<file path="src/hdl/fel_pkg.sv">
package fel_pkg;

  localparam int CLUSTER_BITS = 32;
  localparam int DISK_W       = 40;
  localparam int SPC_W        = 8;
  localparam int BPS_W        = 16;
  localparam int EB_W         = 6;
  localparam int CFG_IDX_W    = 2;
  localparam int LIMIT_W      = 41;
  localparam int BITPOS_W     = CLUSTER_BITS + EB_W;
  localparam int DVD_W        = BITPOS_W - 3;
  localparam int DIV_STEPS    = DVD_W;
  localparam int SECTOR_W     = 34;
  localparam int QUEUE_DEPTH  = 4;
  localparam int QPTR_W       = $clog2(QUEUE_DEPTH);

  localparam logic [CFG_IDX_W-1:0] CFG_DISK_BYTES = 2'd0;
  localparam logic [CFG_IDX_W-1:0] CFG_SPC        = 2'd1;
  localparam logic [CFG_IDX_W-1:0] CFG_BPS        = 2'd2;
  localparam logic [CFG_IDX_W-1:0] CFG_ENTRY_BITS = 2'd3;

  typedef struct packed {
    logic               valid;
    logic [LIMIT_W-1:0] limit;
  } lim_t;

  typedef struct packed {
    logic                oor;
    logic [BITPOS_W-1:0] bitpos;
  } item_t;

endpackage

</file>
<file path="src/hdl/fel_queue.sv">
module fel_queue
  import fel_pkg::*;
(
  input  logic  clk,
  input  logic  rst_n,
  input  logic  push,
  input  item_t din,
  output logic  full,
  input  logic  pop,
  output item_t dout,
  output logic  empty
);

  item_t            mem_r [QUEUE_DEPTH];
  logic [QPTR_W-1:0] wr_r;
  logic [QPTR_W-1:0] rd_r;
  logic [QPTR_W:0]   cnt_r;

  assign full  = cnt_r == (QPTR_W+1)'(QUEUE_DEPTH);
  assign empty = cnt_r == '0;
  assign dout  = mem_r[rd_r];

  always_ff @(posedge clk) begin
    if (push) begin
      mem_r[wr_r] <= din;
    end
  end

  always_ff @(posedge clk) begin
    if (!rst_n) begin
      wr_r  <= '0;
      rd_r  <= '0;
      cnt_r <= '0;
    end else begin
      if (push) begin
        wr_r <= wr_r + 1'b1;
      end
      if (pop) begin
        rd_r <= rd_r + 1'b1;
      end
      cnt_r <= cnt_r + (QPTR_W+1)'(push) - (QPTR_W+1)'(pop);
    end
  end

endmodule

</file>
<file path="config.mk">
export PLATFORM = sky130hd
export DESIGN_NAME = fel_queue
export DESIGN_NICKNAME = d
export VERILOG_FILES = /design/src/hdl/fel_pkg.sv /design/src/hdl/fel_queue.sv
export SDC_FILE = /design/constraint.sdc
export NUM_CORES = 1
export LEC_CHECK = 0
export BUFFER_PORTS_ARGS = -buffer_cell sky130_fd_sc_hd__buf_2
export CORE_MARGIN = 2
export CORE_UTILIZATION = 40
export CTS_BUF_LIST = sky130_fd_sc_hd__clkbuf_4 sky130_fd_sc_hd__clkbuf_8 sky130_fd_sc_hd__clkbuf_16
export DETAILED_ROUTE_END_ITERATION = 6
export GPL_ROUTABILITY_DRIVEN = 0
export PLACE_DENSITY = 0.61
export SLEW_MARGIN = 20
export SYNTH_ARGS = -nofsm -noshare
export SYNTH_HDL_FRONTEND = slang
export SYNTH_SLANG_ARGS = --single-unit
</file>
<file path="constraint.sdc">
create_clock -name clk -period 2.85 [get_ports clk]
set_input_delay 0.285 -clock clk [delete_from_list [all_inputs] [get_ports clk]]
set_output_delay 0.285 -clock clk [all_outputs]
set_load 0.01 [all_outputs]
</file>
* After elaboration in Yosys (flattened, before gate mapping)
Memories as Yosys holds them, arrays and structs flattened. A register that Yosys moved wholly into a read port is not among the register bits.
Cells that the tools add are included.
** Storage, ports and cells
- Input port bits :: 43
- Output and inout port bits :: 41
- Flip-flop bits (word level) :: 7
- RAM bits :: 156
- Memories :: 1
** Operators by class
- Reductions and logical operators :: 1
- Multiplexer cells :: 4
- $add $sub $neg :: 4
- Eq/ne operators :: 1
** Memories
- mem_r :: words 4, width 39, read ports 1, clocked after memory_dff 1, write ports 1, RTL line fel_queue.sv:14 : item_t mem_r [QUEUE_DEPTH];
** Operator list (number)
- 2-bit by 1-bit adder with 2-bit output (second input constant) :: 2
- 2-bit two-way mux :: 2
- 3-bit by 1-bit adder with 3-bit output :: 1
- 3-bit == test (second input constant) :: 1
- 3-bit zero test :: 1
- 3-bit by 1-bit subtractor with 3-bit output :: 1
- 1-bit two-way mux :: 2

* Depth between registers and ports, before layout
- Depth after elaboration :: 3
- Mapped depth :: 7
- Mapped depth without buffers :: 7

* Worst setup path after synthesis
Ideal clock, no wire load.
- Path type :: flip-flop to flip-flop
- Start point :: register wr_r[0]
- End point :: memory mem_r[2][0] in the netlist's numbering, enable pin
- Cell stages (with the launch flop) :: 4
- Arrival time :: 1488 ps
- Slack :: 962 ps
- Setup time :: 400 ps
- Data required time :: 2450 ps
- Cells stage by stage :: dfxtp_1 > inv_1 > ha_1 > and2_1
** RTL lines
- start, declared :: RTL line fel_queue.sv:15 : logic [QPTR_W-1:0] wr_r;
- start signal, assigned :: RTL line fel_queue.sv:36 : wr_r <= wr_r + 1'b1;
- end, declared :: RTL line fel_queue.sv:14
Straight into the memory's write port.

==> run_results.csv <==
group,metric,value,unit
critical_path,cp-end-kind,"primary output",
layout,nets,396,
critical_path,start_kind,"flop",
floorplanning,die_y,127,um
clocking,clk_latency,0.42,ns
timing,fmaxAchievable,434,MHz
grt,gr-total-overflow,0,
grt,grt_pass1_wl,16.5,mm
grt,grt_max_degree,40,
timing,final-hold-violation-count,0,
yosys,yosys_warnings,0,
yosys,syn_area_per_cell,24.6,um2
place,dpl_cell_area,6770,um2
status,status,"finished, final reports clean",
yosys,yosys_most_used_dff,"edfxtp_1",
drt,drtPass1Iterations,4,
yosys,syn_area,6060,um2
clocking,cts_tree,"done",
place,dp_cells,511,
yosys,ys_types,20,
flow_run,max_cap_violations,0,
drt,wl,10.5,mm
grt,grt_pass1_vias,2988,
place,place_ws,0.911,ns
layout,layout_common_cells,"edfxtp_1, buf_2, mux4_2",
floorplanning,die_w,127,um
power_and_ir_drop,power.density,744,nW/um2
layout,finalNonFillerCells,543,
clocking,cts_root_buf,"clkbuf_16",
layout,final_common_cell,"edfxtp_1",
drt,vias,2739,
timing,setup_slack,0.547,ns
floorplanning,dieArea,16200,um2
drt,drt.antenna.violating_nets,0,
timing,setup_violations,0,
clocking,cts.clk_slew.worst_paths,0.06,ns
grt,antenna_found_initial,0,
timing,fin_skew,0.00603,ns
floorplanning,start_util,41.4,%
yosys,synth-seq-cells,165,
floorplanning,fp-row-count,44,
critical_path,setup.worst_path.class,"flop to primary output",
yosys,async_flop_share,0,%
critical_path,cp.required,2.57,ns
timing,finalMaxSlewViolations,0,
yosys,syn_nets,296,
power_and_ir_drop,leakage,2.51,nW
drt,drcViolationCount,0,
clocking,cts_buffer_depth,2,
layout,antenna_cells,0,
place,io_buffers,83,
place,dp_hpwl,6.31,mm
timing,fin_crit_sh,80.8,%
power_and_ir_drop,total_power,5.44,mW
yosys,seq_area_frac_synth,80.3,%
timing,slew_headroom,59.6,%
timing,fin_setup_tns,0,ns
critical_path,path_max_fanout,20,
yosys,syn_inst,246,
drt,drtIter0Drc,139,
drt,via_per_inst,5.04,
yosys,synth_edf_count,156,
layout,area_growth,20.7,%
layout,fillers,1216,
clocking,cts_inserted_buffers,17,
floorplanning,coreArea,14600,um2
clocking,postCtsHoldBufs,0,
timing,layout_min_cycle_time,2.30,ns
floorplanning,boundaryPins,84,
layout,design_area,7320,um2
timing,rsz0062_at_grt,"false",
clocking,htree_levels,4,
power_and_ir_drop,vdd_drop_max,0.410,mV
clocking,postCtsResizedCells,0,
clocking,cts_num_sinks,165,
grt,track_usage,14.2,%
worst_hold_path,hold_path.class,"input port to flop",
critical_path,critPathArrivalTime,2.02,ns
drt,wl_per_cell,19.3,um
clocking,post_cts_buffers,0,
timing,tightest_slew,0.605,ns
layout,drive_above_1_share,46.2,%
synth_stat cells, types with 2 or more instances:
| master | count | share of area (%) |
|---|---|---|
| and2_1 | 6 | 0.62 |
| mux4_2 | 39 | 14 |
| inv_1 | 7 | 0.43 |
| buf_4 | 2 | 0.25 |
| xnor2_1 | 2 | 0.29 |
| nor2_1 | 5 | 0.31 |
| buf_2 | 2 | 0.17 |
| dfxtp_1 | 9 | 3.0 |
| buf_6 | 2 | 0.37 |
| ha_1 | 6 | 1.2 |
| edfxtp_1 | 156 | 77 |
| clkbuf_1 | 2 | 0.12 |
state kept, by name, indices dropped and copies added, names as in the netlist, named ones only:
register	count
mem_r	156
cnt_r	3
rd_r	2
wr_r	2
path summary, 6_finish.rpt:
path,slack (ns),from,end,cells past startpoint
worst max-delay path,0.55,flop,dout[21],3
worst min-delay path,0.08,din[17],mem_r[2][17],1
worst max register to register,1.10,cnt_r[0],cnt_r[2],7
worst min register to register,0.53,rd_r[1],flop,2
critical path, stage by stage (launching register included):
cell and delay [ns]:
dfxtp_4 0.62, buf_12 0.27, mux4_2 0.54, buf_2 0.16
metrics by stage:
stage | hold slack, ns | util [%]
floorplan | 0.384 | -
global placement | 0.496 | 46.2
finish | 0.0765 | 50.0
CTS | 0.0486 | 50.0
detailed placement | 0.502 | 46.2
global route | 0.0599 | 50.0
kinds of logic after synthesis:
family | synth area share [%]
simple gates | 1.24
xor+xnor | 0.681
buf+inv | 1.34
flops | 80.3
mux | 14.7
fa+ha+maj | 1.57
compound gates | 0.248
power by group:
group          internal [mW]  leakage (nW)  switching (mW)
combinational          0.266         0.730           0.257
clock                   1.20         0.270           0.879
sequential              2.79          1.51          0.0566
area by class of cell:
class,instances,area (um2),share of cell area [%]
Clock buffer,18,433,5.92
Clock inverter,14,114,1.56
Multi-Input combinational cell,66,1120,15.3
Inverter,7,26.3,0.359
Tap cell,184,230,3.15
Sequential cell,165,4870,66.6
Timing Repair Buffer,89,523,7.15
layer usage:
metal | vias to the layer above | part of all wire (%) | track usage (%)
met5 | - | 0 | 0
met3 | 14 | 4.5 | 4.82
met1 | 1425 | 44 | 17.9
li1 | 1229 | - | -
met4 | 0 | 1.5 | 6.21
met2 | 71 | 50 | 22.8
Power figures use the tool's default switching activity.
