[src/hdl/fel_pkg.sv]
package fel_pkg;

  localparam int CLUSTER_BITS = 32;
  localparam int DISK_W       = 40;
  localparam int SPC_W        = 8;
  localparam int BPS_W        = 16;
  localparam int EB_W         = 6;
  localparam int CFG_IDX_W    = 2;
  localparam int LIMIT_W      = 41;
  localparam int BITPOS_W     = CLUSTER_BITS + EB_W;
  localparam int DVD_W        = BITPOS_W - 3;
  localparam int DIV_STEPS    = DVD_W;
  localparam int SECTOR_W     = 34;
  localparam int QUEUE_DEPTH  = 4;
  localparam int QPTR_W       = $clog2(QUEUE_DEPTH);

  localparam logic [CFG_IDX_W-1:0] CFG_DISK_BYTES = 2'd0;
  localparam logic [CFG_IDX_W-1:0] CFG_SPC        = 2'd1;
  localparam logic [CFG_IDX_W-1:0] CFG_BPS        = 2'd2;
  localparam logic [CFG_IDX_W-1:0] CFG_ENTRY_BITS = 2'd3;

  typedef struct packed {
    logic               valid;
    logic [LIMIT_W-1:0] limit;
  } lim_t;

  typedef struct packed {
    logic                oor;
    logic [BITPOS_W-1:0] bitpos;
  } item_t;

endpackage

[src/hdl/fel_front.sv]
module fel_front
  import fel_pkg::*;
(
  input  logic                    push,
  input  logic [CLUSTER_BITS-1:0] cluster_index,
  input  lim_t                    lim,
  input  logic [BPS_W-1:0]        bps,
  input  logic [EB_W-1:0]         eb,
  input  logic                    q_full,
  output logic                    full,
  output logic                    q_push,
  output item_t                   q_item
);

  assign full          = !lim.valid || q_full;
  assign q_push        = push && !full;
  assign q_item.oor    = ({9'd0, cluster_index} >= lim.limit) || (bps == '0);
  assign q_item.bitpos = cluster_index * eb;

endmodule

[config.mk]
export PLATFORM = sky130hd
export DESIGN_NAME = fel_front
export DESIGN_NICKNAME = d
export VERILOG_FILES = /design/src/hdl/fel_pkg.sv /design/src/hdl/fel_front.sv
export SDC_FILE = /design/constraint.sdc
export NUM_CORES = 1
export LEC_CHECK = 0
export ABC_AREA = 1
export BUFFER_PORTS_ARGS = -buffer_cell sky130_fd_sc_hd__buf_4
export CELL_PAD_IN_SITES_DETAIL_PLACEMENT = 1
export CELL_PAD_IN_SITES_GLOBAL_PLACEMENT = 2
export CORE_MARGIN = 4
export CORE_UTILIZATION = 34
export DETAILED_ROUTE_END_ITERATION = 16
export MAX_ROUTING_LAYER = met4
export PLACE_DENSITY = 0.91
export SETUP_SLACK_MARGIN = 0.1
export SLEW_MARGIN = 20
export SYNTH_ARGS = -nofsm -noshare
export SYNTH_HDL_FRONTEND = slang
export SYNTH_SLANG_ARGS = --single-unit
export TNS_END_PERCENT = 100
[constraint.sdc]
create_clock -name vclk -period 5.94
set_clock_uncertainty 0.15 [all_clocks]
set_input_delay 0.297 -clock vclk [all_inputs]
set_output_delay 0.297 -clock vclk [all_outputs]
set_load 0.01 [all_outputs]
# After elaboration in Yosys (flattened, before gate mapping)
# Index checks and enable logic that the tools add are counted.
dict set report classes {
  bitwise_logic 0
  reduce_logical 6
  n_shift 0
  mul 1
  n_addsub 0
  mux 0
  magnitude_cmp 1
  n_div 0
  eq_ne 0
}
# operator n
set op_table {}
lappend op_table {{$ge 32x41->1} 1}
lappend op_table {{$mul 32x6->38} 1}
lappend op_table {{$logic_not 16->1} 1}
lappend op_table {{$logic_not 1->1} 2}
lappend op_table {{$logic_or 1x1->1} 2}
lappend op_table {{$logic_and 1x1->1} 1}
dict set report word_totals {
  mem_bits_ro 0
  reg_bits 0
  ramBits 0
  wordCells 8
  n_memories 0
  out_inout_bits 41
  inputBits 98
  latch_bits 0
}

# Longest topological paths before layout
# Gate-level depths: netlist of the first run.
dict set report depth {
  word_depth 4
  ltp_mapped 21
  mapped_depth_nobuf 20
}

# Worst setup path after synthesis of the first run
# No wires, ideal clock.
dict set report synth_path {
  kind {in2out}
  start {input eb[4]}
  end {output q_item[26] (netlist name)}
  t_arrival_ns 3.438
  n_path_buf 1
  path_slack_ns 2.055
  t_required_ns 5.493
  stages 19
  cell_sequence {clkbuf_1 nand2_1 inv_1 fa_1 fa_1 inv_1 fa_1 inv_1 ha_1 a21oi_1 nor2_1 nor2_2 nand2_2 nand2_1 nand2_2 nand2_1 nand2_1 nand2_1 nand2_1}
}
# element line_no
set synth_lines {}
lappend synth_lines {{start, declared} fel_front.sv:8} ;# input logic [EB_W-1:0] eb,
lappend synth_lines {{end, declared} fel_front.sv:12} ;# output item_t q_item

==> results.toml, run 1 <==
[status]
run_status = "complete, no violations"

[sta]
final_hold_vio_count = 0
min_period_over_period_pct = 76.1
max-slew-margin-rel_pct = 69.5
final_critical_path_setup_slack_ps = 1420
totalNegativeSetupSlack_ps = 0
setup_viol = 0
final-max-slew-violation-count = 0
worst-slew-pin-transition_ps = 454
max_freq_mhz = 221
final.hold.worst_slack_ps = 719
grt_setup_unrepaired = "no"
finalWorstPathRequiredPeriod_ps = 4520

[cells_and_area]
regArea_um2 = 0
drive_gt1_share_pct = 11.9
final_common_cell = "inv_1"
relative_area_change_from_synthesis_to_final_layout_pct = 17.0
commonest_non_fill_non_tap_cells_in_the_layout = "inv_1 (472), nand2_1 (384), buf_4 (139), fa_1 (121), ha_1 (78)"
multi_input_area_um2 = 6190
insertedDiodeCount = 0
finalNonFillerCells = 1762
nets = 1748
sequential_cell_total = 0
n_fill_cell = 3135
clkbuf_count = 0

[floorplan]
coreArea_um2 = 22900
design.portCount = 139
die-width_um = 162
die_h_um = 162
rows = 55
fp.dieArea_um2 = 26100
start_util_pct = 35.0

[grt]
grt-busiest-layer = "met2"
gr-usage-all-layers_pct = 19.4
globalRouteMet1Util_pct = 24.4
grt_util_met3_pct = 0.431
met2_usage_pct = 36.5
grt_pass1_vias = 8625
wire_length_of_the_first_global_routing_pass_mm = 41.3
grt_overflow = 0
grt_max_degree = 33
antenna_found_initial = 0

[critical_path]
worst_setup_path_startpoint = "eb[4]"
worstSetupPathType = "in2out"
cp-end-kind = "output pin"
timing.critical_path.required_ps = 5490
setup.worst_path.start_class = "input pin"
arrival_ps = 4070
slowest_delay_ps = 550
cp-endpoint = "q_item[21]"
critical_path.cell_chain = "buf_4, nand2_1, inv_1, fa_1, fa_1, inv_1, fa_1, inv_1, ha_1, a21oi_1, o21ai_0, a21oi_1, nand2_2, xor2_1, buf_4"
critical_path.slowest_cell = "fa_1"
crit_fanout = 32

[routing]
route.detailed.drc = 0
drt_iter0_markers = 211
final_antenna_net_count = 0
via_count = 7919
wl_per_instance_um = 13.9
post_drt_via_cell_ratio = 4.49
routed_wl_mm = 24.4
detailedRoute.firstPassIterationCount = 4

[placement]
dp_cells = 1762
dp_slack_ps = 1450
final_hpwl_from_detailed_placement_mm = 22.0
gp_congestion = 0.879
io_buffer_count = 139

[pwr]
power_frac_seq_pct = 0
power_mw = 2.88
pwr-share-clk_pct = 0
peak_vdd_ir_mv = 0.253
p_switching_mw = 1.77
cellLeakagePower_nw = 6.57
cellInternalPower_mw = 1.10
power_density_nw_per_um2 = 306
sw_frac_of_total_pct = 61.7
pwr-share-comb_pct = 100.0

[job]
drv_cap = 0

[clock_network]
cts_post_setup_buffers_inserted = 0
post_cts_resize_count = 0
cts-hold-fix-buffers = 0

[logic_synthesis]
ys_types = 23
post_synth_instance_area_um2 = 8030
syn-mean-instance-area_um2 = 6.04
netlist_instances = 1328
syn_nets = 1625
synth_warnings = 0
synth_seq_area_share_pct = 0

[min_path]
worst_hold_path_type = "in2out"
[worst max-delay path: cells and delay by family]
| family | cells | cell delay (ps) |
|---|---|---|
| adders and majority gates | 4 | 1890 |
| AOI/OAI and AO/OA | 3 | 630 |
| xor gates and xnor gates | 1 | 280 |
| buffers and inverters | 5 | 720 |
| and+or+nand+nor | 2 | 240 |
[worst min-delay path by stage]
stage / from / slack [ps] / end / cells past startpoint
after floorplan: lim[41] / 530 / full / 1
after global placement: lim[41] / 720 / full / 3
after detailed placement: lim[41] / 720 / full / 3
after CTS: lim[41] / 720 / full / 3
after global routing: lim[41] / 740 / full / 3
final: lim[41] / 720 / full / 3
[cells in the mapped netlist]
| cell | instances | area [um2] |
|---|---|---|
| nand2_1 | 384 | 1440 |
| a21oi_1 | 52 | 260 |
| nor2_2 | 6 | 37.5 |
| o21bai_1 | 3 | 22.5 |
| fa_1 | 121 | 2420 |
| nor2_4 | 1 | 11.3 |
| clkbuf_1 | 18 | 67.6 |
| inv_1 | 472 | 1770 |
| ha_1 | 78 | 976 |
| nand4_1 | 10 | 62.6 |
| and3_1 | 1 | 6.26 |
| xnor2_1 | 2 | 17.5 |
| nand3_2 | 4 | 40.0 |
| nand2_4 | 1 | 11.3 |
| o21ai_0 | 25 | 125 |
| nand3_1 | 24 | 120 |
| nand3b_1 | 1 | 7.51 |
| nor3_1 | 11 | 55.1 |
| nand2_2 | 21 | 131 |
| nor2_1 | 74 | 278 |
| o21a_1 | 3 | 22.5 |
| a21oi_2 | 1 | 8.76 |
| xor2_1 | 15 | 131 |
[power by group through the flow]
stage	logic (mW)	clock network, mW	registers (mW)
final	2.88	0	0
after detailed placement	2.92	0	0
after CTS	2.93	0	0
after global routing	3.26	0	0
after floorplan	1.78	0	0
after global placement	2.88	0	0
[through the flow]
step	area (um2)	utilization, %
finish	9400	41.0
CTS	9400	41.0
global placement	9400	41.0
floorplan	8030	-
global route	9400	41.0
detailed placement	9400	41.0
[logic make-up after synthesis]
group                    after synthesis  synth area share [%]
buffers and inverters                490                  22.9
adder cells (fa/ha/maj)              199                  42.3
XOR/XNOR                              17                  1.85
AND/OR/NAND/NOR                      538                  27.4
AO/OA/AOI/OAI                         84                  5.47
[area by class of cell]
cell class / instances / share of cell area [%]
repair buffers: 139 / 11.1
multi-input cells: 838 / 65.9
inverters: 472 / 18.9
well taps: 313 / 4.17
[layer usage]
| layer | share of wire, % | vias to the layer above |
|---|---|---|
| met4 | 0.82 | 0 |
| met2 | 51 | 109 |
| met5 | 0 | - |
| met1 | 46 | 3821 |
| li1 | - | 3977 |
| met3 | 2.1 | 12 |
(Power assumes the default switching activity.)
==> run 2, diff against run 1 <==
ABC_AREA = 0   (was 1)
CORE_UTILIZATION = 31   (was 34)
PLACE_DENSITY = 0.8   (was 0.91)
clock period = 4 ns   (was 5.94 ns; I/O delays follow)
==> results.toml, run 2 <==
[floorplan]
rows = 55
coreArea_um2 = 22600
start_util_pct = 31.6
fp.dieArea_um2 = 25600
die_h_um = 160
design.portCount = 139
die-width_um = 160

[sta]
worst-slew-pin-transition_ps = 537
min_period_over_period_pct = 113
final.hold.worst_slack_ps = 543
finalWorstPathRequiredPeriod_ps = 4510
final-max-slew-violation-count = 0
grt_setup_unrepaired = "yes"
totalNegativeSetupSlack_ps = -8080
setup_viol = 27
final_critical_path_setup_slack_ps = -513
max-slew-margin-rel_pct = 63.8
max_freq_mhz = 222
final_hold_vio_count = 0

[grt]
wire_length_of_the_first_global_routing_pass_mm = 40.6
grt-busiest-layer = "met2"
grt_pass1_vias = 7779
gr-usage-all-layers_pct = 19.9
grt_overflow = 0
antenna_found_initial = 0
grt_max_degree = 28
grt_util_met3_pct = 1.45
met2_usage_pct = 36.5
globalRouteMet1Util_pct = 25.3

[routing]
detailedRoute.firstPassIterationCount = 4
routed_wl_mm = 26.2
route.detailed.drc = 0
via_count = 6982
post_drt_via_cell_ratio = 4.86
final_antenna_net_count = 0
wl_per_instance_um = 18.2
drt_iter0_markers = 206

[placement]
post_detailed_placement_cell_area_um2 = 9770
io_buffer_count = 139
dp_cells = 1405
final_hpwl_from_detailed_placement_mm = 20.6
gp_congestion = 0.862
dp_slack_ps = -782

[logic_synthesis]
ys_types = 53
yosys-top-cells-area = "fa_1 (34%), and2_1 (16%), ha_1 (14%)"
netlist_instances = 876
syn_nets = 1173
synth_warnings = 0
syn-mean-instance-area_um2 = 8.17
synth_most_common_cell = "inv_1"
synth_top_area_share_pct = 33.9
synthDominantAreaCellType = "fa_1"
synth_seq_area_share_pct = 0
post_synth_instance_area_um2 = 7160
synth_commonest_cells = "inv_1 (197), and2_1 (187), fa_1 (121)"

[cells_and_area]
sequential_cell_total = 0
insertedDiodeCount = 0
post-route-cell-area_um2 = 11000
regArea_um2 = 0
drive_gt1_share_pct = 41.5
clkbuf_count = 0
finalNonFillerCells = 1437
post-route-util_pct = 48.7
final_common_cell = "buf_4"
commonest_non_fill_non_tap_cells_in_the_layout = "buf_4 (256), inv_1 (179), and2_1 (141), fa_1 (121), ha_1 (56)"
multi_input_area_um2 = 7230
nets = 1451
n_fill_cell = 2634
relative_area_change_from_synthesis_to_final_layout_pct = 54.2

[critical_path]
cp-end-kind = "output pin"
setup.worst_path.start_class = "input pin"
critical_path.slowest_cell = "fa_1"
worstSetupPathType = "in2out"
timing.critical_path.required_ps = 3650
arrival_ps = 4160
worst_setup_path_startpoint = "eb[5]"
critical_path.cell_chain = "buf_16, and2_4, fa_1, fa_1, inv_2, fa_1, inv_2, ha_4, and2_4, a221o_1, a21boi_4, a31oi_4, a2111oi_4, buf_4, xnor2_2, buf_4"
critical_path.most_common_cell = "fa_1"
slowest_delay_ps = 580
crit_fanout = 6

[status]
run_status = "complete, but fails checks"
violations = "setup timing"

[pwr]
cellLeakagePower_nw = 5.67
power_density_nw_per_um2 = 560
peak_vdd_ir_mv = 0.493
power_mw = 6.18

[min_path]
worst_hold_path_type = "in2out"
hold_start = "lim[41]"

[job]
drv_cap = 0
[run 2: cell families after synthesis]
logic type,synth area share (%)
buf+inv,12.1
xor+xnor,4.04
fa+ha+maj,47.5
compound gates,12.9
mux,0.140
simple gates,23.4
[run 2: power breakdown]
group	leakage (nW)	switching, mW	total (mW)	internal (mW)
sequential	0	0	0	0
combinational	5.67	2.97	6.18	3.20
clock	0	0	0	0
[run 2: worst paths after layout]
path | endpoint | cells past startpoint
worst min-delay path | full | 3
worst max-delay path | q_item[30] | 16
[run 2: timing repair]
| item | in CTS | in global routing |
|---|---|---|
| hold buffers | 0 | 0 |
| gates resized for setup | 110 | 99 |
| gates cloned | 4 | 2 |
| endpoints found under the setup margin | 30 | 30 |
| buffers inserted | 9 | 23 |
| pin swaps | 72 | 97 |
[run 2: layer usage]
metal	routed length [um]	up-vias
met5	0	-
met4	224	0
met3	686	16
met2	13900	111
met1	11400	3570
li1	-	3285
[run 2: area by class of cell]
cell class / count / share of cell area, %
multi-input combinational: 647 / 65.5
timing repair buffer: 308 / 24.6
inverter: 197 / 6.70
tap: 285 / 3.23
[run 2: worst max-delay path: cells and delay by family]
kind | cells | cell delay [ps]
AO/OA/AOI/OAI | 4 | 1210
AND/OR/NAND/NOR | 2 | 290
buffers and inverters | 5 | 530
XOR/XNOR | 1 | 110
adder cells (fa/ha/maj) | 4 | 1830
