File: config.mk
export PLATFORM = sky130hd
export DESIGN_NAME = fel_back
export DESIGN_NICKNAME = d
export VERILOG_FILES = /design/src/hdl/fel_pkg.sv /design/src/hdl/fel_back.sv
export SDC_FILE = /design/constraint.sdc
export NUM_CORES = 2
export LEC_CHECK = 0
export BUFFER_PORTS_ARGS = -buffer_cell sky130_fd_sc_hd__buf_2
export CAP_MARGIN = 20
export CORE_ASPECT_RATIO = 1.1
export CORE_MARGIN = 1.5
export CORE_UTILIZATION = 45
export DETAILED_ROUTE_END_ITERATION = 16
export GPL_ROUTABILITY_DRIVEN = 0
export PLACE_DENSITY = 0.65
export SLEW_MARGIN = 20
export SYNTH_ARGS = -nofsm -noshare
export SYNTH_HDL_FRONTEND = slang
export SYNTH_SLANG_ARGS = --single-unit
File: constraint.sdc
create_clock -name clk -period 75.6 [get_ports clk]
set_input_delay 11.34 -clock clk [delete_from_list [all_inputs] [get_ports clk]]
set_output_delay 11.34 -clock clk [all_outputs]
set_load 0.1 [all_outputs]
File: src/hdl/fel_pkg.sv
package fel_pkg;

  localparam int CLUSTER_BITS = 32;
  localparam int DISK_W       = 40;
  localparam int SPC_W        = 8;
  localparam int BPS_W        = 16;
  localparam int EB_W         = 6;
  localparam int CFG_IDX_W    = 2;
  localparam int LIMIT_W      = 41;
  localparam int BITPOS_W     = CLUSTER_BITS + EB_W;
  localparam int DVD_W        = BITPOS_W - 3;
  localparam int DIV_STEPS    = DVD_W;
  localparam int SECTOR_W     = 34;
  localparam int QUEUE_DEPTH  = 4;
  localparam int QPTR_W       = $clog2(QUEUE_DEPTH);

  localparam logic [CFG_IDX_W-1:0] CFG_DISK_BYTES = 2'd0;
  localparam logic [CFG_IDX_W-1:0] CFG_SPC        = 2'd1;
  localparam logic [CFG_IDX_W-1:0] CFG_BPS        = 2'd2;
  localparam logic [CFG_IDX_W-1:0] CFG_ENTRY_BITS = 2'd3;

  typedef struct packed {
    logic               valid;
    logic [LIMIT_W-1:0] limit;
  } lim_t;

  typedef struct packed {
    logic                oor;
    logic [BITPOS_W-1:0] bitpos;
  } item_t;

endpackage

File: src/hdl/fel_back.sv
module fel_back
  import fel_pkg::*;
(
  input  logic                clk,
  input  logic                rst_n,
  input  logic                q_empty,
  input  item_t               q_item,
  output logic                q_pop,
  input  logic [BPS_W-1:0]    bps,
  input  logic                out_pop,
  output logic                out_empty,
  output logic [SECTOR_W-1:0] sector_number,
  output logic [BPS_W-1:0]    byte_in_sector,
  output logic [2:0]          bit_in_byte,
  output logic                out_of_range
);

  logic             v_r   [DIV_STEPS+1];
  logic             oor_r [DIV_STEPS+1];
  logic [2:0]       low_r [DIV_STEPS+1];
  logic [BPS_W-1:0] rem_r [DIV_STEPS+1];
  logic [DVD_W-1:0] dvd_r [DIV_STEPS+1];

  logic [BPS_W-1:0] rem_nxt [DIV_STEPS];
  logic [DVD_W-1:0] dvd_nxt [DIV_STEPS];
  logic [BPS_W:0]   r2      [DIV_STEPS];
  logic             en;

  assign en    = !v_r[DIV_STEPS] || out_pop;
  assign q_pop = en && !q_empty;

  always_comb begin
    for (int k = 0; k < DIV_STEPS; k++) begin
      r2[k] = {rem_r[k], dvd_r[k][DVD_W-1]};
      if (r2[k] >= {1'b0, bps}) begin
        rem_nxt[k] = BPS_W'(r2[k] - {1'b0, bps});
        dvd_nxt[k] = {dvd_r[k][DVD_W-2:0], 1'b1};
      end else begin
        rem_nxt[k] = r2[k][BPS_W-1:0];
        dvd_nxt[k] = {dvd_r[k][DVD_W-2:0], 1'b0};
      end
    end
  end

  always_ff @(posedge clk) begin
    if (!rst_n) begin
      for (int k = 0; k <= DIV_STEPS; k++) begin
        v_r[k] <= 1'b0;
      end
    end else if (en) begin
      v_r[0] <= !q_empty;
      for (int k = 0; k < DIV_STEPS; k++) begin
        v_r[k+1] <= v_r[k];
      end
    end
  end

  always_ff @(posedge clk) begin
    if (en) begin
      oor_r[0] <= q_item.oor;
      low_r[0] <= q_item.bitpos[2:0];
      rem_r[0] <= '0;
      dvd_r[0] <= q_item.bitpos[BITPOS_W-1:3];
      for (int k = 0; k < DIV_STEPS; k++) begin
        oor_r[k+1] <= oor_r[k];
        low_r[k+1] <= low_r[k];
        rem_r[k+1] <= rem_nxt[k];
        dvd_r[k+1] <= dvd_nxt[k];
      end
    end
  end

  assign out_empty      = !v_r[DIV_STEPS];
  assign out_of_range   = oor_r[DIV_STEPS];
  assign sector_number  = oor_r[DIV_STEPS] ? '0 : dvd_r[DIV_STEPS][SECTOR_W-1:0];
  assign byte_in_sector = oor_r[DIV_STEPS] ? '0 : rem_r[DIV_STEPS];
  assign bit_in_byte    = oor_r[DIV_STEPS] ? '0 : low_r[DIV_STEPS];

endmodule

## Word level (Yosys, flattened, before mapping)

Memories as Yosys holds them, arrays and structs flattened.
Index checks and enable logic that the tools add are counted.

| word-level totals | value |
|---|---|
| flip-flop bits (word level) | 0 |
| ROM bits | 0 |
| output and inout port bits | 56 |
| latch bits | 0 |
| memories kept | 5 |
| RAM bits | 2016 |
| bits of input ports | 59 |
| word-level logic and storage cells | 229 |

| cells by class | value |
|---|---|
| $mul | 0 |
| shifts and indexed selects | 0 |
| divide/modulo/power cells | 0 |
| $add $sub $neg | 35 |
| eq/ne operators | 0 |
| order comparisons | 35 |
| reductions and logical operators | 4 |
| bitwise gates (word level) | 36 |
| multiplexer cells | 114 |

Memories:

| memory | words | bits a word | read ports | clocked after Yosys merged registers in | write ports | line | source |
|---|---|---|---|---|---|---|---|
| dvd_r | 36 | 35 | 36 | 0 | 36 | fel_back.sv:22 | `logic [DVD_W-1:0] dvd_r [DIV_STEPS+1];` |
| rem_r | 36 | 16 | 36 | 0 | 36 | fel_back.sv:21 | `logic [BPS_W-1:0] rem_r [DIV_STEPS+1];` |
| low_r | 36 | 3 | 36 | 0 | 36 | fel_back.sv:20 | `logic [2:0] low_r [DIV_STEPS+1];` |
| oor_r | 36 | 1 | 36 | 0 | 36 | fel_back.sv:19 | `logic oor_r [DIV_STEPS+1];` |
| v_r | 36 | 1 | 36 | 0 | 36 | fel_back.sv:18 | `logic v_r [DIV_STEPS+1];` |

Operators with widths:

| cell | number |
|---|---|
| 17-bit by 16-bit greater-or-equal comparator with 1-bit output | 35 |
| 16-bit two-way mux | 36 |
| 16-bit subtractor | 35 |
| 1-bit two-way mux | 76 |
| 1-bit OR | 36 |
| 34-bit two-way mux | 1 |
| 3-bit two-way mux | 1 |
| 1-bit logical NOT | 2 |
| 1-bit logical AND | 1 |
| 1-bit logical OR | 1 |

## Logic depth before layout (Yosys ltp)

| depth | value |
|---|---|
| depth in word-level cells | 6 |
| depth in mapped cells | 14 |
| depth with buffers taken out | 12 |

## Worst setup path before layout

No wires, ideal clock.

| path | value |
|---|---|
| kind | input port to flip-flop |
| start point | in out_pop |
| end point | mem v_r[33], data pin |
| data arrival time | 67271 ps |
| path buffers | 1 |
| required time | 75204 ps |
| stages | 4 |
| path slack | 7933 ps |
| cells stage by stage | nor2_1 -> clkinv_1 -> clkbuf_1 -> and3_1 |

RTL lines:

| what | line | source |
|---|---|---|
| from (decl) | fel_back.sv:10 | `input logic out_pop,` |
| to (decl) | fel_back.sv:18 |  |

## Worst setup path after layout

| path | value |
|---|---|
| start point | in out_pop |
| end point | out q_pop |

| on the way | value |
|---|---|
| cells in the longest elaborated chain, start to end | 2 |

RTL lines:

| what | line | source |
|---|---|---|
| 1-bit logical OR | fel_back.sv:29 | `assign en = !v_r[DIV_STEPS] \|\| out_pop;` |
| 1-bit logical AND | fel_back.sv:30 | `assign q_pop = en && !q_empty;` |
| to (decl) | fel_back.sv:8 | `output logic q_pop,` |

No other way between the ends.

==> impl_metrics.env <==
export IMPL_run_status="complete, no violations"
export IMPL_cts_repair_timing_setup_buffer_count=0
export IMPL_drive_above_1_share_pct=13.55
export IMPL_routedWlPerCell_um=17.37
export IMPL_detail_route_wirelength_um=162400
export IMPL_ctsRootBufferMaster="sky130_fd_sc_hd__clkbuf_16"
export IMPL_crit_reg2reg_launch="v_r[35]$_SDFFCE_PN0P_"
export IMPL_post_synth_num_cell_types=98
export IMPL_setup_viol=0
export IMPL_detail_route_antenna_nets=0
export IMPL_cts_hold_buf=0
export IMPL_synth_top_cell_by_area="sky130_fd_sc_hd__edfxtp_1"
export IMPL_htree_levels=4
export IMPL_cts_buffers=200
export IMPL_start_to_end_type_of_the_worst_setup_path="primary input to output port"
export IMPL_hold_violations=0
export IMPL_groute_usage_overall_pct=15.81
export IMPL_cts_sinks=1965
export IMPL_totalNegativeSetupSlack_ns=0
export IMPL_clock_insertion_delay_worst_skew_ns=0.86
export IMPL_synthesis_yosys_warnings=0
export IMPL_worst_path_max_fanout=36
export IMPL_tightestPinTransition_ns=1.069
export IMPL_insertedDiodeCount=0
export IMPL_synthDominantCellAreaShare_pct=64.20
export IMPL_pin_count=115
export IMPL_synth_area_top_cells="sky130_fd_sc_hd__edfxtp_1, sky130_fd_sc_hd__ha_1, sky130_fd_sc_hd__mux2_2, sky130_fd_sc_hd__xnor2_1, sky130_fd_sc_hd__a21oi_1"
export IMPL_max_cap_violations=0
export IMPL_synth_cell_area_mm2=0.09037
export IMPL_drtIter0Drc=3778
export IMPL_clock_fmax_ghz=0.04218
export IMPL_post_synthesis_average_cell_area_um2=14.36
export IMPL_relSlewSlack_pct=28.72
export IMPL_cts_resized=0
export IMPL_clock_skew_ns=0.05659
export IMPL_type_of_the_most_critical_hold_path="register to register"
export IMPL_slew_viol_final=0
export IMPL_port_buffers=114
export IMPL_first_pass_grt_wire_length_um=259000
export IMPL_synth_edf_count=1932
export IMPL_core_region_area_mm2=0.1997
export IMPL_fp_dieH_um=473.0
export IMPL_reg2regPathDepth=9
export IMPL_placement_rows=172
export IMPL_dr_pass1_iters=10
export IMPL_timing_critical_path_slowest_cell_delay_ns=0.46
export IMPL_starting_density_of_the_core_pct=45.25
export IMPL_clk_path_buf_depth=3
export IMPL_ys_ff_latch=1965
export IMPL_r2r_end="dvd_r[7][123]$_DFFE_PN_"
export IMPL_yosysSeqAreaShare_pct=64.93
export IMPL_critical_path_cell_list="buf_2 > nor2_2 > buf_4 > nor2_1 > buf_2"
export IMPL_final_min_period_over_clock_period_pct=31.36
export IMPL_end_kind="output port"
export IMPL_crit_arrival_ns=12.37
export IMPL_syn_nets=6933
export IMPL_antenna_found_initial=1
export IMPL_power_density_over_cell_area_mw_per_mm2=37.75
export IMPL_die_width_um=430.3
export IMPL_via_count=50740
export IMPL_timing_critical_path_to="q_pop"
export IMPL_dominantRegCellSynth="sky130_fd_sc_hd__edfxtp_1"
export IMPL_power_leakage_nw=39.83
export IMPL_r2r_setup_slack_ns=69.82
export IMPL_crit_path_start_kind="primary input"
export IMPL_cp_common_cell="sky130_fd_sc_hd__buf_2"
export IMPL_synth_async_reset_ratio_pct=0
export IMPL_cts_reportedPaths_clkPinSlew_ns=0.07
export IMPL_post_route_min_period_ns=23.71
export IMPL_grt_setup_unrepaired="false"
export IMPL_timing_critical_path_from="out_pop"
export IMPL_timing_hold_worst_start="dvd_r[6][42]$_DFFE_PN_"
export IMPL_cts_tree="built"
export IMPL_nNetsFinal=7208
export IMPL_layout_area_overhead_vs_synth_pct=11.85
export IMPL_timing_critical_path_slowest_stage_cell="sky130_fd_sc_hd__buf_2"
export IMPL_die_area_mm2=0.2035
export IMPL_crit_required_ns=64.26
export IMPL_grt_pass1_vias=49820
export IMPL_detailed_place_hpwl_um=103000
export IMPL_globalRoute_totalOverflow=0
export IMPL_syn_instance_count=6294
export IMPL_drcViolationCount=0
export IMPL_filler_instances=16670
export IMPL_peakVddDrop_v=0.00002207
export IMPL_final_util_pct=50.61
export IMPL_routed_via_density=5.428
export IMPL_grt_start_max_net_pins=185
cell usage after synthesis (66+ instances only):
| master | instances |
|---|---|
| sky130_fd_sc_hd__o21ai_0 | 245 |
| sky130_fd_sc_hd__a21oi_1 | 384 |
| sky130_fd_sc_hd__a21boi_0 | 66 |
| sky130_fd_sc_hd__nand3_1 | 83 |
| sky130_fd_sc_hd__xnor2_1 | 264 |
| sky130_fd_sc_hd__xor2_1 | 136 |
| sky130_fd_sc_hd__ha_1 | 546 |
| sky130_fd_sc_hd__nor2_1 | 413 |
| sky130_fd_sc_hd__mux2_2 | 310 |
| sky130_fd_sc_hd__edfxtp_1 | 1932 |
| sky130_fd_sc_hd__nand2_1 | 313 |
| sky130_fd_sc_hd__nor2b_1 | 155 |
| sky130_fd_sc_hd__a21o_1 | 119 |
| sky130_fd_sc_hd__nor3_1 | 120 |
| sky130_fd_sc_hd__nand4_1 | 75 |
| sky130_fd_sc_hd__o21a_1 | 82 |
| sky130_fd_sc_hd__inv_1 | 203 |
kinds of logic after synthesis:
logic type	after synthesis	share of synthesized area, %
simple gates	1401	7.561
compound gates	1242	8.928
mux	394	4.914
fa+ha+maj	580	8.313
xor+xnor	400	3.877
buf+inv	312	1.475
flops	1965	64.93
cell type report:
type | instances | area, um^2 | area share [%]
Clock inverter | 151 | 1759 | 1.741
Timing Repair Buffer | 180 | 1105 | 1.093
Sequential cell | 1965 | 58680 | 58.05
Tap cell | 2610 | 3266 | 3.231
Clock buffer | 221 | 5084 | 5.030
Inverter | 205 | 777.0 | 0.7688
Multi-Input combinational cell | 4017 | 30400 | 30.08
stage by stage:
step                      instance area, um^2  instances  hold WS [ns]  power [W]  worst slack [ns]
after floorplan                         90370       6294        0.4003   0.002561             7.933
after global placement                  94150       8973        0.4001   0.002776             51.82
after detailed placement                94170       8975        0.4045   0.002812             51.90
after CTS                              101000       9347        0.3946   0.003846             51.90
after global routing                   101100       9349        0.3964   0.004043             51.85
final                                  101100       9349        0.3944   0.003815             51.89
where the power goes:
part / total (W) / leakage, nW / internal, W / switching (W)
Sequential: 0.00159 / 21.3 / 0.00150 / 0.0000950
Combinational: 0.00122 / 15.2 / 0.000562 / 0.000654
Clock: 0.00101 / 3.30 / 0.000583 / 0.000424
placed cells by master (no fill, tap or decap), types with 82 or more instances in the layout:
| master | synthesis | final |
|---|---|---|
| sky130_fd_sc_hd__mux2_2 | 310 | 310 |
| sky130_fd_sc_hd__clkbuf_16 | 0 | 200 |
| sky130_fd_sc_hd__a21o_1 | 119 | 119 |
| sky130_fd_sc_hd__nor2_1 | 413 | 412 |
| sky130_fd_sc_hd__o21ai_0 | 245 | 241 |
| sky130_fd_sc_hd__a21oi_1 | 384 | 384 |
| sky130_fd_sc_hd__xnor2_1 | 264 | 264 |
| sky130_fd_sc_hd__nor2b_1 | 155 | 155 |
| sky130_fd_sc_hd__buf_2 | 26 | 113 |
| sky130_fd_sc_hd__o21a_1 | 82 | 82 |
| sky130_fd_sc_hd__edfxtp_1 | 1932 | 1932 |
| sky130_fd_sc_hd__ha_1 | 546 | 546 |
| sky130_fd_sc_hd__xor2_1 | 136 | 136 |
| sky130_fd_sc_hd__inv_1 | 203 | 203 |
| sky130_fd_sc_hd__nand3_1 | 83 | 83 |
| sky130_fd_sc_hd__nand2_1 | 313 | 313 |
| sky130_fd_sc_hd__nor3_1 | 120 | 120 |
layer usage:
layer / share of wire, % / wire (um) / track usage [%] / up-vias
li1: - / - / - / 24660
met1: 45 / 73630 / 21.09 / 24630
met2: 47 / 75590 / 25.67 / 1080
met3: 4.4 / 7128 / 2.597 / 378
met4: 3.7 / 6091 / 6.650 / 0
met5: 0 / 0 / 0 / -
state kept, by name, indices dropped and copies added (netlist names):
| register | cells |
|---|---|
| rem_r | 560 |
| v_r | 36 |
| low_r | 108 |
| oor_r | 36 |
| dvd_r | 1225 |
worst max-delay path, delay by kind of cell:
kind,cells,cell delay [ns]
simple gates,2,0.23
buf+inv,3,0.79
worst min-delay path by stage:
stage / endpoint / slack [ns] / cells after the start
final: dvd_r[6][78]$_DFFE_PN_ / 0.39 / 0
after global routing: dvd_r[6][79]$_DFFE_PN_ / 0.40 / 0
after CTS: dvd_r[2][94]$_DFFE_PN_ / 0.39 / 0
after detailed placement: dvd_r[0][131]$_DFFE_PN_ / 0.40 / 0
after global placement: dvd_r[1][44]$_DFFE_PN_ / 0.40 / 0
after floorplan: dvd_r[0][100]$_DFFE_PN_ / 0.40 / 0
Power figures use the tool's default switching activity.
