[config.mk]
export PLATFORM = sky130hd
export DESIGN_NAME = fel_limit
export DESIGN_NICKNAME = d
export VERILOG_FILES = /design/src/hdl/fel_pkg.sv /design/src/hdl/fel_limit.sv
export SDC_FILE = /design/constraint.sdc
export NUM_CORES = 2
export LEC_CHECK = 0
export BUFFER_PORTS_ARGS = -buffer_cell sky130_fd_sc_hd__buf_2
export CAP_MARGIN = 20
export CORE_MARGIN = 4
export CORE_UTILIZATION = 26
export CTS_BUF_LIST = sky130_fd_sc_hd__clkbuf_2
export CTS_CLUSTER_SIZE = 24
export DETAILED_ROUTE_END_ITERATION = 12
export PLACE_DENSITY = 0.43
export REMOVE_ABC_BUFFERS = 1
export SYNTH_ARGS = -nofsm -noshare
export SYNTH_HDL_FRONTEND = slang
export SYNTH_SLANG_ARGS = --single-unit
[constraint.sdc]
create_clock -name clk -period 13 [get_ports clk]
set_input_delay 0 -clock clk [delete_from_list [all_inputs] [get_ports clk]]
set_output_delay 0 -clock clk [all_outputs]
set_load 0.02 [all_outputs]
[src/hdl/fel_pkg.sv]
package fel_pkg;

  localparam int CLUSTER_BITS = 32;
  localparam int DISK_W       = 40;
  localparam int SPC_W        = 8;
  localparam int BPS_W        = 16;
  localparam int EB_W         = 6;
  localparam int CFG_IDX_W    = 2;
  localparam int LIMIT_W      = 41;
  localparam int BITPOS_W     = CLUSTER_BITS + EB_W;
  localparam int DVD_W        = BITPOS_W - 3;
  localparam int DIV_STEPS    = DVD_W;
  localparam int SECTOR_W     = 34;
  localparam int QUEUE_DEPTH  = 4;
  localparam int QPTR_W       = $clog2(QUEUE_DEPTH);

  localparam logic [CFG_IDX_W-1:0] CFG_DISK_BYTES = 2'd0;
  localparam logic [CFG_IDX_W-1:0] CFG_SPC        = 2'd1;
  localparam logic [CFG_IDX_W-1:0] CFG_BPS        = 2'd2;
  localparam logic [CFG_IDX_W-1:0] CFG_ENTRY_BITS = 2'd3;

  typedef struct packed {
    logic               valid;
    logic [LIMIT_W-1:0] limit;
  } lim_t;

  typedef struct packed {
    logic                oor;
    logic [BITPOS_W-1:0] bitpos;
  } item_t;

endpackage

[src/hdl/fel_limit.sv]
module fel_limit
  import fel_pkg::*;
(
  input  logic                 clk,
  input  logic                 rst_n,
  input  logic                 cfg_we,
  input  logic [CFG_IDX_W-1:0] cfg_index,
  input  logic [DISK_W-1:0]    cfg_wdata,
  output lim_t                 lim,
  output logic [BPS_W-1:0]     bps,
  output logic [EB_W-1:0]      eb
);

  localparam logic [2:0] S_IDLE  = 3'd0;
  localparam logic [2:0] S_DIV1  = 3'd1;
  localparam logic [2:0] S_RAW   = 3'd2;
  localparam logic [2:0] S_DIV2  = 3'd3;
  localparam logic [2:0] S_ROUND = 3'd4;
  localparam logic [2:0] S_DATA  = 3'd5;
  localparam logic [2:0] S_DIV3  = 3'd6;
  localparam logic [2:0] S_DONE  = 3'd7;

  localparam int QW = 48;
  localparam int DW = 28;
  localparam logic [5:0] DIV_LAST = 6'(QW - 1);

  logic [DISK_W-1:0]  disk_r;
  logic [SPC_W-1:0]   spc_r;
  logic [BPS_W-1:0]   bps_r;
  logic [EB_W-1:0]    eb_r;
  logic [2:0]         state_r;
  logic [QW-1:0]      q_r;
  logic [DW:0]        rem_r;
  logic [DW-1:0]      den_r;
  logic [5:0]         cnt_r;
  logic [QW-1:0]      fat_r;
  logic [LIMIT_W-1:0] limit_r;
  logic               valid_r;

  logic [23:0]        cb;
  logic [45:0]        num;
  logic [DW-1:0]      den;
  logic [DW:0]        r2;
  logic               ge;
  logic [DW:0]        rem_nxt;
  logic [QW-1:0]      fat_raw;
  logic [DISK_W-1:0]  data;

  assign cb      = spc_r * bps_r;
  assign num     = disk_r * eb_r;
  assign den     = {22'd0, eb_r} + {1'b0, cb, 3'b000};
  assign r2      = {rem_r[DW-1:0], q_r[QW-1]};
  assign ge      = r2 >= {1'b0, den_r};
  assign rem_nxt = ge ? r2 - {1'b0, den_r} : r2;
  assign fat_raw = (den_r == '0) ? '0 : q_r + QW'(rem_r != '0);
  assign data    = (fat_r > {8'd0, disk_r}) ? '0 : disk_r - fat_r[DISK_W-1:0];

  always_ff @(posedge clk) begin
    if (!rst_n) begin
      disk_r  <= 40'd1048576;
      spc_r   <= 8'd1;
      bps_r   <= 16'd512;
      eb_r    <= 6'd16;
      state_r <= S_IDLE;
      valid_r <= 1'b0;
      limit_r <= '0;
    end else if (cfg_we) begin
      unique case (cfg_index)
        CFG_DISK_BYTES: disk_r <= cfg_wdata;
        CFG_SPC:        spc_r  <= cfg_wdata[SPC_W-1:0];
        CFG_BPS:        bps_r  <= cfg_wdata[BPS_W-1:0];
        CFG_ENTRY_BITS: eb_r   <= cfg_wdata[EB_W-1:0];
        default: ;
      endcase
      valid_r <= 1'b0;
      state_r <= S_IDLE;
    end else begin
      unique case (state_r)
        S_IDLE: begin
          if (!valid_r) begin
            q_r     <= {2'b00, num};
            rem_r   <= '0;
            den_r   <= den;
            cnt_r   <= '0;
            state_r <= S_DIV1;
          end
        end
        S_DIV1, S_DIV2, S_DIV3: begin
          q_r   <= {q_r[QW-2:0], ge};
          rem_r <= rem_nxt;
          cnt_r <= cnt_r + 6'd1;
          if (cnt_r == DIV_LAST) begin
            unique case (state_r)
              S_DIV1:  state_r <= S_RAW;
              S_DIV2:  state_r <= S_ROUND;
              default: state_r <= S_DONE;
            endcase
          end
        end
        S_RAW: begin
          fat_r <= fat_raw;
          if (bps_r == '0) begin
            state_r <= S_DATA;
          end else begin
            q_r     <= fat_raw;
            rem_r   <= '0;
            den_r   <= {12'd0, bps_r};
            cnt_r   <= '0;
            state_r <= S_DIV2;
          end
        end
        S_ROUND: begin
          if (rem_r != '0) begin
            fat_r <= fat_r + {32'd0, bps_r - rem_r[BPS_W-1:0]};
          end
          state_r <= S_DATA;
        end
        S_DATA: begin
          if (cb == '0) begin
            limit_r <= '0;
            valid_r <= 1'b1;
            state_r <= S_IDLE;
          end else begin
            q_r     <= {8'd0, data};
            rem_r   <= '0;
            den_r   <= {4'd0, cb};
            cnt_r   <= '0;
            state_r <= S_DIV3;
          end
        end
        S_DONE: begin
          limit_r <= q_r[LIMIT_W-1:0];
          valid_r <= 1'b1;
          state_r <= S_IDLE;
        end
        default: state_r <= S_IDLE;
      endcase
    end
  end

  assign lim.valid = valid_r;
  assign lim.limit = limit_r;
  assign bps       = bps_r;
  assign eb        = eb_r;

endmodule

# Word-level counts from Yosys, hierarchy flattened
# Index checks and enable logic that the tools add are counted.
[classes]
addsub = 7
multipliers = 2
div_mod_pow = 0
order_cmp = 2
n_eq_ne = 17
shifts = 0
muxes = 31
bitwise_logic = 2
n_reduce_logical = 22
[op_table]
columns = ["cell", "count"]
rows = [
  ["$mux 48", 5],
  ["$pmux 48 s4", 1],
  ["$mux 29", 4],
  ["$pmux 29 s4", 1],
  ["$pmux 48 s2", 1],
  ["$mux 28", 3],
  ["$pmux 28 s3", 1],
  ["$pmux 41 s2", 1],
  ["$add 48x1->48", 1],
  ["$add 48x16->48", 1],
  ["$gt 48x40->1", 1],
  ["$mul 40x6->46", 1],
  ["$mux 41", 1],
  ["$mux 40", 1],
  ["$sub 40x40->40", 1],
  ["$ge 29x28->1", 1],
  ["$reduce_bool 29->1", 1],
  ["$sub 29x28->29", 1],
  ["$add 6x27->28", 1],
  ["$logic_not 28->1", 1],
  ["$logic_not 24->1", 1],
  ["$mul 8x16->24", 1],
  ["$pmux 6 s4", 1],
  ["$mux 6", 3],
  ["27 further kinds", 48],
]
[word_totals]
register_bits = 274
latchBits = 0
ram_bits = 0
mem_bits_ro = 0
inputBits = 45
wordCells = 95
mem_count = 0

# Longest topological paths before layout
[depth]
ltp_word = 5
depth_mapped = 25

# Worst setup path before layout
# Ideal clock, no wire load.
[synth_path]
path_kind = "flip-flop to flip-flop"
start = "register bps_r[1] (netlist: bps[1])"
end = "register cnt_r[0] (enable)"
arrival_ps = 9217
slack_ps = 3210
stages_incl_launch_ff = 21
synth_period_minus_slack_ps = 9790
path_cell_list = "dfxtp_1 > clkbuf_1 > nand2_1 > fa_1 > fa_1 > inv_1 > fa_1 > inv_1 > fa_1 > inv_1 > ha_1 > o21a_1 > o21a_1 > a21bo_2 > nand3_1 > nand2_1 > a311oi_1 > xnor2_1 > or3_1 > o221ai_1 > a31oi_1"
[synth_between]
elab_chain_cells = 4
word_cells_on_any_way = 6
[synth_rtl]
columns = ["element", "line_no", "rtl"]
rows = [
  ["start, declared", "fel_limit.sv:29", "logic [BPS_W-1:0] bps_r;"],
  ["start signal, assigned", "fel_limit.sv:71", "CFG_BPS: bps_r <= cfg_wdata[BPS_W-1:0];"],
  ["$mul 8x16->24", "fel_limit.sv:49", "assign cb = spc_r * bps_r;"],
  ["$logic_not 24->1", "fel_limit.sv:119", "if (cb == '0) begin"],
  ["$ne 2x2->1 (no source line)", "-", ""],
  ["$reduce_and 6->1 (no source line) *", "-", ""],
  ["end signal, assigned", "fel_limit.sv:91", "cnt_r <= cnt_r + 6'd1;"],
  ["end, declared", "fel_limit.sv:35", "logic [5:0] cnt_r;"],
]
# Every way passes the cells marked *; elsewhere a longest branch is shown, timed or not.
# A chain may end at the register's enable or synchronous reset.

# Worst setup path in the final report
[layout_path]
start = "register spc_r[7]"
end = "register rem_r[10] (enable)"
[layout_between]
elab_chain_cells = 4
[layout_rtl]
columns = ["element", "line_no", "rtl"]
rows = [
  ["start, declared", "fel_limit.sv:28", "logic [SPC_W-1:0] spc_r;"],
  ["start signal, assigned", "fel_limit.sv:70", "CFG_SPC: spc_r <= cfg_wdata[SPC_W-1:0];"],
  ["$mul 8x16->24", "fel_limit.sv:49", ""],
  ["$logic_not 24->1", "fel_limit.sv:119", ""],
  ["$ne 2x2->1 (no source line)", "-", ""],
  ["$reduce_and 6->1 (no source line)", "-", ""],
  ["end signal, assigned", "fel_limit.sv:90", "rem_r <= rem_nxt;"],
  ["end, declared", "fel_limit.sv:33", "logic [DW:0] rem_r;"],
]
# No other way between the ends.

==> impl_results.md <==
* Worst slew pin tran at 1.08 ns
* Seq pwr share at 43.6%
* # rows at 127
* Max Cap Viol at 0
* Critical path cell sequence: nand2_1 > fa_1 > fa_1 > inv_1 > fa_1 > inv_1 > fa_1 > inv_1 > ha_1 > o21a_1 > o21a_1 > a21bo_2 > nand3_1 > nand2_1 > a311oi_1 > xnor2_1 > or3_1 > o221ai_1 > a31oi_4 > buf_4 > buf_4
* Gr usage total at 17.6%
* Final Util at 30.2%
* Final #Nets at 4483
* First-pass GRT wire length at 172000 um
* Via count at 27600
* Max_slew headroom at 27.9%
* ANT nets after route at 0
* P_sw at 823 uW
* Synth area leaders: fa_1, edfxtp_1, ha_1, dfxtp_1, nand2_1
* Ys async rst share at 0%
* Pin count of the biggest net entering global routing at 65
* CP endpoint kind: flip-flop
* Largest delay share family, worst path: adder cells
* VDD IR max at 54.9 uV
* Clock Path Buffers at 3
* Via/cell ratio at 4.89
* Fin cells at 5639
* Grt ovf at 0
* Synthesis-to-layout area growth at 15.2%
* Fillers at 13000
* Worst Skew at 0.171 ns
* Post-DP Area at 33500 um^2
* Critical path's slowest cell: dfxtp_1
* Setup WS post-layout at 5.53 ns
* Final total power at 2.30 mW
* Reg2Reg Depth at 21
* Min Tclk post-route at 7.47 ns
* Number of synthesized flops with an enable pin at 159
* Clk_lat worst skew at 1.27 ns
* Mapped Cells at 3744
* Hold Crit Class: in2reg
* Die Y at 355 um
* Multi-input logic area at 22000 um^2
* Final instance area at 36100 um^2
* CP Data Arrival Time at 8.27 ns
* Sequential-to-total area share from yosys stat at 22.6%
* WL per Instance at 19.8 um
* Peak Freq at 0.134 GHz
* Startpoint Class: flip-flop
* Mean area per synthesized cell at 8.38 um^2
* Clk slew on worst S/H paths at 0.09 ns
* Worst hold slack at 0.114 ns
* Max Fanout on Critical Path at 53
* WHS Path Cells at 6
* Ports at 109
* LEAKAGE at 16.1 nW
* Endpoints failing setup at 0
* WP data required at 13.80 ns
* WL final at 112000 um
* Clk pwr share at 35.6%
* Vias in the first global route at 28100
* Routability cong. at 0.855
* CP Depth at 21
* # DRC at 0
* Switching share of power at 35.8%
* CTS sink count at 274
* Status: finished clean
* FF/Latch Area at 7090 um^2
* PortBufs at 108
* Synth Cell Area at 31400 um^2
* Synthesized flop and latch total at 274
* Yosys top cell area share at 15.4%
* Final hold vios at 0
* Post-route clock period utilization at 57.5%
* H-tree depth at 3
* Yosys cell types at 92
* RSZ-0062 raised after global routing: false
* Cell taking the most area after synthesis: fa_1
* CP max stage delay at 0.73 ns
* CP Class: reg2reg
* Synth warnings at 0
* Starting density of the core at 26.2%
* TritonCTS Buffers at 90
* Setup bufs post-CTS at 0
* Logic pwr share at 20.8%
* PwrDens at 63.6 nW/um^2
* Core Region at 120000 um^2
* CP most frequent cell: fa_1
* Die width at 355 um
* Top FF cell, synth: edfxtp_1
* Buffers and inverters on the worst path at 5
* Final Max Tran Viols at 0
* Final HPWL from detailed placement at 82100 um
* Fin Setup TNS at 0 ns
* CTS tree: done
* Initial antenna violation count at 6
* Inst Count DP at 5302
* Starting DRC count in detailed routing at 1876
* Clock root buffer: clkbuf_2
* Post-place setup slack at 5.43 ns
* Drt first pass iters at 5
* Layout cells sized above 1 at 8.53%
* Die area at 126000 um^2
* Internal at 1.47 mW
[cell type report]
cell class              count  area share, %
multi-input cells        2839           60.8
flip-flops and latches    274           19.6
repair buffers            320           7.09
well taps                1612           5.58
inverters                 429           4.46
clock buffers             116           1.61
clock inverters            45          0.810
diodes                      4         0.0277
[synth_stat cells, types with 30 or more instances]
cell type and count:
a21boi_0 61, a21o_1 79, a21oi_1 198, a22o_1 43
and2_1 141, and3_1 33, clkbuf_1 187, dfxtp_1 115
edfxtp_1 159, fa_1 242, ha_1 242, inv_1 427
mux2i_1 40, nand2_1 528, nand3_1 82, nand4_1 30
nor2_1 192, nor2b_1 34, nor3_1 54, nor4_1 35
o211ai_1 35, o21a_1 36, o21ai_0 164, o22ai_1 44
xnor2_1 135, xor2_1 83
[layer usage]
| layer | part of all wire, % | global-route usage [%] | vias to the layer above |
|---|---|---|---|
| li1 | - | - | 13300 |
| met1 | 48 | 25.1 | 13500 |
| met5 | 0.011 | 0 | - |
| met4 | 1.7 | 4.13 | 2 |
| met2 | 45 | 27.9 | 652 |
| met3 | 5.5 | 2.55 | 126 |
[power groups by stage]
| stage | sequential [mW] | clock [mW] | combinational, mW |
|---|---|---|---|
| after floorplan | 1.00 | 0 | 0.301 |
| after global placement | 1.02 | 0 | 0.447 |
| after detailed placement | 1.02 | 0 | 0.446 |
| after CTS | 1.00 | 0.863 | 0.481 |
| after global routing | 1.01 | 0.906 | 0.532 |
| final | 1.00 | 0.818 | 0.477 |
[cell usage in the layout, fill, tap and decap left out, types with 35 or more instances in the layout]
cell type      instances
a21boi_0              61
a21o_1                79
a21oi_1              197
a22o_1                43
and2_1               141
buf_2                108
buf_4                 40
clkbuf_2             116
dfxtp_1              108
dlygate4sd3_1        172
edfxtp_1             159
fa_1                 242
ha_1                 242
inv_1                427
mux2i_1               40
nand2_1              526
nand3_1               82
nor2_1               186
nor3_1                51
nor4_1                35
o211ai_1              35
o21a_1                36
o21ai_0              163
o22ai_1               44
xnor2_1              135
xor2_1                83
[timing repair]
item | in CTS | in global routing
hold buffers | 172 | 0
gates resized for setup | 0 | 0
hold endpoints to repair | 213 | 0
[state kept, by name, summed over array words and instances, names as in the netlist]
| register | cells |
|---|---|
| spc_r | 8 |
| q_r | 48 |
| cnt_r | 6 |
| state_r | 3 |
| eb | 6 |
| rem_r | 29 |
| disk_r | 40 |
| valid_r | 1 |
| bps | 16 |
| fat_r | 48 |
| den_r | 28 |
| limit_r | 41 |
[cell families after synthesis]
| family | synth area share (%) |
|---|---|
| fa+ha+maj | 25.1 |
| mux | 1.46 |
| buf+inv | 7.68 |
| xor+xnor | 6.23 |
| simple gates | 18.4 |
| compound gates | 18.6 |
| flops | 22.6 |
[worst reg2reg max path: stages (launching register included)]
cell      delay (ns)
dfxtp_1         0.73
nand2_1         0.19
fa_1            0.55
fa_1            0.55
inv_1           0.06
fa_1            0.52
inv_1           0.05
fa_1            0.53
inv_1           0.04
ha_1            0.35
o21a_1          0.21
o21a_1          0.19
a21bo_2         0.25
nand3_1         0.14
nand2_1         0.07
a311oi_1        0.49
xnor2_1         0.26
or3_1           0.26
o221ai_1        0.24
a31oi_4         0.21
buf_4           0.45
buf_4           0.72
[path summary, 6_finish.rpt]
check | from | end | slack (ns)
min reg2reg | limit_r[19]$_SDFFE_PN0P_ | limit_r[19]$_SDFFE_PN0P_ | 0.47
max reg2reg | spc_r[7]$_SDFFE_PN0P_ | rem_r[10]$_SDFFCE_PP0P_ | 5.53
min | cfg_index[0] | disk_r[4]$_SDFFE_PN0P_ | 0.11
max | spc_r[7]$_SDFFE_PN0P_ | rem_r[10]$_SDFFCE_PP0P_ | 5.53
(Power assumes the default switching activity.)
